$ cat config.mk
export PLATFORM = sky130hd
export DESIGN_NAME = phci_div
export DESIGN_NICKNAME = d
export VERILOG_FILES = /design/src/rtl/piecewise_hermite_curve_interpolator_assert.svh /design/src/rtl/phci_pkg.sv /design/src/rtl/phci_div.sv
export SDC_FILE = /design/constraint.sdc
export NUM_CORES = 1
export LEC_CHECK = 0
export BUFFER_PORTS_ARGS = -buffer_cell sky130_fd_sc_hd__buf_4
export CORE_MARGIN = 2
export CORE_UTILIZATION = 54
export DETAILED_ROUTE_END_ITERATION = 7
export MAX_ROUTING_LAYER = met4
export PLACE_DENSITY = 0.81
export SETUP_SLACK_MARGIN = 0.4
export SYNTH_ARGS = -nofsm -noshare
export SYNTH_HDL_FRONTEND = slang
export SYNTH_SLANG_ARGS = --single-unit
$ cat constraint.sdc
create_clock -name clk -period 4.25 [get_ports clk]
set_input_delay 0.85 -clock clk [delete_from_list [all_inputs] [get_ports clk]]
set_output_delay 0.85 -clock clk [all_outputs]
set_load 0.01 [all_outputs]
$ cat src/rtl/piecewise_hermite_curve_interpolator_assert.svh
// Assertion macros shared by the curve interpolator RTL.
// No dependencies; the checks compile away when SYNTHESIS is defined.
`ifndef PIECEWISE_HERMITE_CURVE_INTERPOLATOR_ASSERT_SVH
`define PIECEWISE_HERMITE_CURVE_INTERPOLATOR_ASSERT_SVH
`ifndef SYNTHESIS
`define PHCI_ASSERT_IMPL(lbl, ck, rn, ante, cons) \
  lbl: assert property (@(posedge ck) disable iff (!rn) (ante) |-> (cons)) \
    else $error("same-cycle check failed");
`define PHCI_ASSERT_NEXT(lbl, ck, rn, ante, cons) \
  lbl: assert property (@(posedge ck) disable iff (!rn) (ante) |=> (cons)) \
    else $error("next-cycle check failed");
`else
`define PHCI_ASSERT_IMPL(lbl, ck, rn, ante, cons)
`define PHCI_ASSERT_NEXT(lbl, ck, rn, ante, cons)
`endif
`endif

$ cat src/rtl/phci_pkg.sv
// Types, constants and helpers for the curve interpolator.
// No dependencies.
package phci_pkg;

  localparam int FRAC_BITS  = 16;
  localparam int T_BITS     = 30;
  localparam int MAX_KNOTS  = 64;
  localparam int IDX_W      = 6;
  localparam int CNT_W      = 7;
  localparam int DIV_W      = 48;
  localparam int DVS_W      = 17;
  localparam int MUL_W      = 34;
  localparam int PROD_W     = 68;
  localparam int SLOPE_SH   = 15;
  localparam int MODE_HOLD  = 0;
  localparam int MODE_LIN   = 1;

  // Division by 15: the upper 24 bits are scaled by (2^24 - 1) / 15, and the
  // sum of both halves is divided by a reciprocal multiply, ceil(2^29 / 15).
  localparam int          SLOPE_LO_W   = 24;
  localparam logic [20:0] SLOPE_HI_MUL = 21'h111111;
  localparam logic [25:0] SLOPE_RCP    = 26'd35791395;
  localparam int          SLOPE_RCP_SH = 29;

  localparam logic [0:0] KIND_LOAD  = 1'b0;
  localparam logic [0:0] KIND_QUERY = 1'b1;

  typedef struct packed {
    logic signed [15:0] pos;
    logic signed [31:0] val;
    logic [1:0]         mode;
    logic signed [15:0] in_slope;
    logic signed [15:0] out_slope;
  } knot_t;

  typedef struct packed {
    logic [0:0]         kind;
    logic [5:0]         knot_index;
    logic signed [15:0] knot_position;
    logic signed [31:0] knot_value;
    logic [1:0]         knot_mode;
    logic signed [15:0] left_slope;
    logic signed [15:0] right_slope;
    logic signed [31:0] query_position;
  } in_word_t;

  typedef struct packed {
    logic signed [31:0] curve_value;
    logic [5:0]         segment;
  } out_word_t;

  function automatic logic signed [31:0] sat32(input logic signed [49:0] v);
    logic signed [31:0] r;
    if (v > 50'sd2147483647) begin
      r = 32'sh7FFFFFFF;
    end else if (v < -50'sd2147483648) begin
      r = 32'sh80000000;
    end else begin
      r = v[31:0];
    end
    return r;
  endfunction

endpackage

$ cat src/rtl/phci_div.sv
// Restoring divider, one quotient bit per cycle, unsigned operands.
// Uses phci_pkg.
module phci_div
  import phci_pkg::*;
(
  input  logic             clk,
  input  logic             rst_n,
  input  logic             start,
  input  logic [DIV_W-1:0] dividend,
  input  logic [DVS_W-1:0] divisor,
  output logic             done,
  output logic [DIV_W-1:0] quotient
);

  localparam int CW = $clog2(DIV_W);

  logic             busy_r;
  logic             done_r;
  logic [CW-1:0]    cnt_r;
  logic [DVS_W-1:0] rem_r;
  logic [DVS_W-1:0] dvs_r;
  logic [DIV_W-1:0] quo_r;
  logic [DVS_W:0]   trial;
  logic             fits;

  assign trial = {rem_r, quo_r[DIV_W-1]};
  assign fits  = trial >= {1'b0, dvs_r};

  always_ff @(posedge clk) begin
    if (!rst_n) begin
      busy_r <= 1'b0;
      done_r <= 1'b0;
    end else begin
      done_r <= busy_r && (cnt_r == '0);
      if (start) begin
        busy_r <= 1'b1;
        cnt_r  <= CW'(DIV_W - 1);
        rem_r  <= '0;
        dvs_r  <= divisor;
        quo_r  <= dividend;
      end else if (busy_r) begin
        rem_r <= fits ? DVS_W'(trial - {1'b0, dvs_r}) : trial[DVS_W-1:0];
        quo_r <= {quo_r[DIV_W-2:0], fits};
        cnt_r <= cnt_r - 1'b1;
        if (cnt_r == '0) begin
          busy_r <= 1'b0;
        end
      end
    end
  end

  assign done     = done_r;
  assign quotient = quo_r;

endmodule
Word-level counts from Yosys, hierarchy flattened
Index checks and enable logic that the tools add are counted.
{"block": "word_totals", "word_cells": 22, "in_bits": 68, "latch_bits": 0, "reg_bits": 90, "out_inout_bits": 49, "romBits": 0, "mem_bits_rw": 0, "mem_count": 0}
{"block": "op_classes", "n_div": 0, "bitwise_logic": 0, "order_cmp": 1, "n_reduce_logical": 5, "add_sub_neg": 2, "multipliers": 0, "n_eq_ne": 0, "mux": 8, "n_shift": 0}
{"operator": "two-way mux 48 bit", "n": 2}
{"operator": "two-way mux 17 bit", "n": 2}
{"operator": "greater-or-equal comparator 18 x 17 -> 1 bit", "n": 1}
{"operator": "subtractor 17 bit", "n": 1}
{"operator": "zero test 6 bit", "n": 1}
{"operator": "two-way mux 6 bit", "n": 1}
{"operator": "subtractor 6 x 1 -> 6 bit (second input constant)", "n": 1}
{"operator": "AND reduction 2 bit", "n": 2}
{"operator": "two-way mux 1 bit", "n": 3}
{"operator": "nonzero test 2 bit", "n": 1}
{"operator": "logical AND 1 bit", "n": 1}

Depth between registers and ports, before layout
{"block": "depth", "ltp_word": 4, "mapped_depth": 11, "depth_no_buf": 10}

Worst setup path after synthesis
Ideal clock, no wire load.
{"block": "synth_timing", "path_kind": "in2reg", "startpoint": "input port start", "endpoint": "register cnt_r[0], enable pin", "path_buffers": 2, "setup_slack_ns": 0.633, "setup_ns": 0.434, "arrival_ns": 3.182, "stages": 3, "t_required_ns": 3.816, "cell_sequence": "clkbuf_1 > clkbuf_1 > o21a_1"}
{"block": "synth_via", "elab_chain_cells": 2}
{"element": "start, declared", "line": "phci_div.sv:8", "rtl": "input logic start,"}
{"element": "nonzero test 2 bit (no source line)"}
{"element": "AND reduction 2 bit (no source line)"}
{"element": "end signal, assigned", "line": "phci_div.sv:37", "rtl": "cnt_r <= CW'(DIV_W - 1);"}
{"element": "end signal, assigned", "line": "phci_div.sv:44", "rtl": "cnt_r <= cnt_r - 1'b1;"}
{"element": "end, declared", "line": "phci_div.sv:19", "rtl": "logic [CW-1:0] cnt_r;"}
Every way passes these cells.
A chain may end at the register's enable or synchronous reset.

Worst setup path after layout
{"block": "layout_timing", "startpoint": "register quo_r[47], in the netlist quotient[47]", "endpoint": "register quo_r[0], in the netlist quotient[0], data pin"}
{"block": "layout_via", "elab_chain_cells": 3}
{"element": "start, declared", "line": "phci_div.sv:22", "rtl": "logic [DIV_W-1:0] quo_r;"}
{"element": "start signal, assigned", "line": "phci_div.sv:40", "rtl": "quo_r <= dividend;"}
{"element": "start signal, assigned", "line": "phci_div.sv:43", "rtl": "quo_r <= {quo_r[DIV_W-2:0], fits};"}
{"element": "greater-or-equal comparator 18 x 17 -> 1 bit", "line": "phci_div.sv:27", "rtl": "assign fits = trial >= {1'b0, dvs_r};"}
{"element": "two-way mux 48 bit", "line": "phci_div.sv:41", "rtl": "end else if (busy_r) begin"}
{"element": "two-way mux 48 bit", "line": "phci_div.sv:35", "rtl": "if (start) begin"}
Every way passes these cells. The select of a mux whose other input is x is not followed.

==> results by stage <==
Detailed routing:
- For this run, the detailed router's first-pass iteration total came to 5.
- Detailed routing inserted a total of ~3,400 vias.
- In this run the remaining antenna-violating nets after routing total 0.
- The final layout contains routed wiring with a total length of ~11 mm.
- In the routed layout, each cell is associated on average with a via count of between 5 and 6.
- The number of remaining DRC errors is 0.
- The average wire length per cell after detail routing is between 15 and 20 microns.
- The first routing iteration left 302 violations.

Critical path:
- The maximum single-stage delay on the critical path is between 400 and 500 ps.
- The slowest stage of the critical path is the sky130_fd_sc_hd__a221o_2 cell.
- STA puts the critical path data arrival time at ~3000 ps.
- The most numerous cell on the critical path is sky130_fd_sc_hd__inv_1.
- STA classifies the critical path startpoint as a flop.
- The worst register-to-register path begins at quotient[47].
- STA puts the critical path data required time at approximately 4400 ps.
- The worst register-to-register path has a depth of 10.
- The end of the worst register-to-register path is quotient[0].
- The worst setup path is captured at a flop.
- The category of the critical setup timing path is reg2reg.
- Of all nets on the critical path, the largest fanout is 15.
- The setup check on the worst reg-to-reg path leaves a slack of between 1000 and 1500 ps.
- Walking the worst path, the cells encountered are inv_1 > ha_1 > inv_1 > fa_1 > a21o_1 > a221o_2 > a21oi_4 > a21o_4 > nand2_4 > mux2_4.

Clocking:
- The post-CTS repair timing setup buffer count is 0.
- The number of clock buffers added by TritonCTS is 9.
- The clock sink count is 90.
- The count of cells resized by post-cts repair is 0.
- The hold buffer count at cts is 0.
- The buffer depth of the longest clock path is 2.
- TritonCTS built the clock tree.
- CTS placed an instance of sky130_fd_sc_hd__clkbuf_8 at the clock tree root.
- The clock slew at the register clock pins of the worst setup and hold paths is 90 ps.
- The clock latency at the later pin of the worst-skew pair is around 370 ps.
- The deepest level of the CTS H-tree is 3.

Die:
- The initial standard-cell utilization of the core is around 55%.
- The die footprint is 9500 sq um.
- The overall die width is about 97 microns.
- The number of placement rows is 34.
- The region available for standard cell placement spans between 8000 and 9000 sq um.
- approximately 120 I/O pins were placed.
- The die extent in y is roughly 100 microns.

Power:
- The net switching share of the total power is 27.4%.
- Combinational logic is responsible for 22.4% of the overall power.
- Cell internal power was estimated by the tool at 1630 uW.
- In this run, flip-flops and latches consume approximately half of the power.
- IR analysis of the VDD net gives a maximum drop of 0.223 mV.
- The analysis attributes to cell leakage a power of about 0.0024 uW.
- Per report_power, the clock group accounts for 29.0% of the total.
- The power per cell area is approximately 380 nW/um^2.
- The analysis attributes to net switching a power of just over 600 uW.

Min path:
- In this run the most critical hold path is launched from busy_r.
- For hold timing, the worst endpoint is done.
- Counting instances, the worst hold path has a depth of 2.
- The path class of the lowest-slack min-delay path is reg2reg.

Layout:
- The final cell count without fillers is between 500 and 600.
- The area overhead of the layout relative to synthesis is 24.8%.
- For this run, the post-layout net count is approximately 560.
- The share of post-route cells with drive strength above 1 is between 40 and 50%.
- The number of antenna diodes in the final layout is 0.

GRT:
- The initial antenna violation count was 0.
- The overflow left after global routing is 0.
- Entering global routing, the biggest net connects 59 pins.
- The via count of the first global-routing pass is between 3,000 and 4,000.
- The global routing usage summed across all routing layers is a little under a quarter.
- The global-route wire length before repair is 17.0 mm.

Synthesis:
- In the post-synthesis netlist, the cell with the most instances is sky130_fd_sc_hd__edfxtp_1.
- The mean post-synth cell area is 13.1 sq um.
- After synthesis, the cell types taking the most area are sky130_fd_sc_hd__edfxtp_1 (56%), sky130_fd_sc_hd__mux2_2 (11%), sky130_fd_sc_hd__ha_1 (5.0%).
- The total number of yosys warnings is 0.
- For this run, asynchronously set or reset flops after synthesis account for 0%.
- For this run, the leading register cell type out of synthesis is sky130_fd_sc_hd__edfxtp_1.
- Counting every net in the synthesized netlist gives ~450.
- Of the synthesized area, sequential elements account for 56.9%.
- The synthesized netlist cell count is 360.
- Ranked by instance count, the synthesized netlist is headed by sky130_fd_sc_hd__edfxtp_1 (88), sky130_fd_sc_hd__mux2_2 (47), sky130_fd_sc_hd__inv_1 (26).
- The synthesized design spends more area on one cell type than any other, namely sky130_fd_sc_hd__edfxtp_1.
- The summed instance area of the synthesized netlist is between 4000 and 5000 sq um.
- Yosys mapped a number of flops with a built-in enable equal to between 80 and 90.
- After synthesis the netlist holds a flip-flop and latch count of 90.
- The count of cell types in the netlist is 57.
- The share of the synthesized area in the top cell type is between 50% and 60%.

STA:
- Setup repair after global routing left no endpoint under its margin.
- Adding up every negative setup slack in the final design gives 0 ps.
- The number of endpoints failing setup at the final stage is 0.
- The final-report hold violation count is 0.
- The normalized max-slew margin is between 20% and 30%.
- The number of max-slew violations in the final report was 0.
- The final critical path time including I/O delays and setup is between 2000 and 3000 ps.
- Dividing the final minimum period by the clock period gives 68.9%.
- The setup clock skew after layout is 12.2 ps.
- The highest clock rate is 341 MHz.
- For the pin with the worst max-slew slack, the measured transition is approximately 1100 ps.

Placement:
- The HPWL reported at the end of detailed placement is 7.46 mm.
- The number of placed instances, taps included, is 571.
- The global placer's final weighted congestion is 0.938.
- During placement, the flow inserted port buffers numbering 116.

Job:
- The number of maximum-capacitance violations is 0.

Status:
- The run finished with clean final reports.
flip-flops by register name (all words and copies together), names as in the netlist:
register  flops
quotient     48
busy_r        1
done          1
rem_r        17
dvs_r        17
cnt_r         6
power by group through the flow:
stage	logic (uW)	registers, uW	clock network [uW]
after floorplan	321	1120	0
after global placement	481	1110	0
after detailed placement	496	1110	0
after CTS	500	1090	662
after global routing	547	1100	698
final	503	1090	650
cell families after synthesis:
group | share of synthesized area, %
AOI/OAI and AO/OA | 13.1
muxes | 11.5
buffers and inverters | 3.82
xor gates and xnor gates | 2.04
adders and majority gates | 5.46
DFF | 56.9
and+or+nand+nor | 7.14
critical path: cells and delay by family, from the launching register on:
kind / cells / cell delay (ps)
AOI/OAI and AO/OA: 4 / 1130
adders and majority gates: 2 / 560
buffers and inverters: 2 / 140
DFF: 1 / 420
muxes: 1 / 320
and+or+nand+nor: 1 / 110
layout make-up:
type                       instances  area, sq um
multi-input combinational        229         1860
clock inverter                     6         88.8
fill                             647         2710
clock buffer                      10          128
inverter                          26         97.6
sequential                        90         2680
timing repair buffer             118          898
tap                              108          135
stage by stage:
stage               hold WS (ps)  total power (uW)  setup slack, ps  instance area (sq um)  utilization (%)
finish                       453              2250             1320                   5890             68.5
global route                 490              2350             1190                   5890             68.5
CTS                          457              2260             1340                   5890             68.5
detailed placement           444              1610             1350                   5670             66.0
global placement             434              1590             1400                   5670             66.0
floorplan                    423              1440              633                   4720                -
how the worst max path moves through the flow:
stage | startpoint | to | slack [ps] | cells after the start
finish | quotient[47] | quotient[0] | 1320 | 10
CTS | quotient[47] | quotient[0] | 1340 | 10
detailed placement | quotient[47] | quotient[0] | 1350 | 10
global placement | quotient[47] | quotient[0] | 1400 | 10
floorplan | start | cnt_r[0] | 630 | 3
global route | quotient[47] | quotient[0] | 1190 | 10
cells in the final DEF (no fill, tap or decap), types with 3 or more instances in the layout:
cell type / instances
sky130_fd_sc_hd__nand3_1: 14
sky130_fd_sc_hd__xor2_1: 3
sky130_fd_sc_hd__nand2_1: 13
sky130_fd_sc_hd__nor2_1: 9
sky130_fd_sc_hd__a211oi_2: 4
sky130_fd_sc_hd__nor2b_1: 5
sky130_fd_sc_hd__nor3_1: 9
sky130_fd_sc_hd__edfxtp_1: 88
sky130_fd_sc_hd__inv_1: 26
sky130_fd_sc_hd__xnor2_1: 8
sky130_fd_sc_hd__a21oi_1: 22
sky130_fd_sc_hd__buf_4: 117
sky130_fd_sc_hd__clkbuf_8: 9
sky130_fd_sc_hd__o21a_1: 3
sky130_fd_sc_hd__ha_1: 19
sky130_fd_sc_hd__mux2_2: 47
sky130_fd_sc_hd__o21ai_0: 6
sky130_fd_sc_hd__and3_1: 3
sky130_fd_sc_hd__a21o_1: 6
sky130_fd_sc_hd__nand4_1: 6
sky130_fd_sc_hd__o21ai_1: 9
sky130_fd_sc_hd__a211o_1: 3
routing by layer:
metal	GRT usage, %	routed length (microns)	part of all wire (%)	up-vias
li1	-	-	-	1611
met1	29.9	4570	44	1631
met2	36.3	5000	48	142
met3	7.55	790	7.5	11
met4	6.73	144	1.4	0
met5	-	0	0	-
Note: power is estimated with default switching activity, not from simulation.
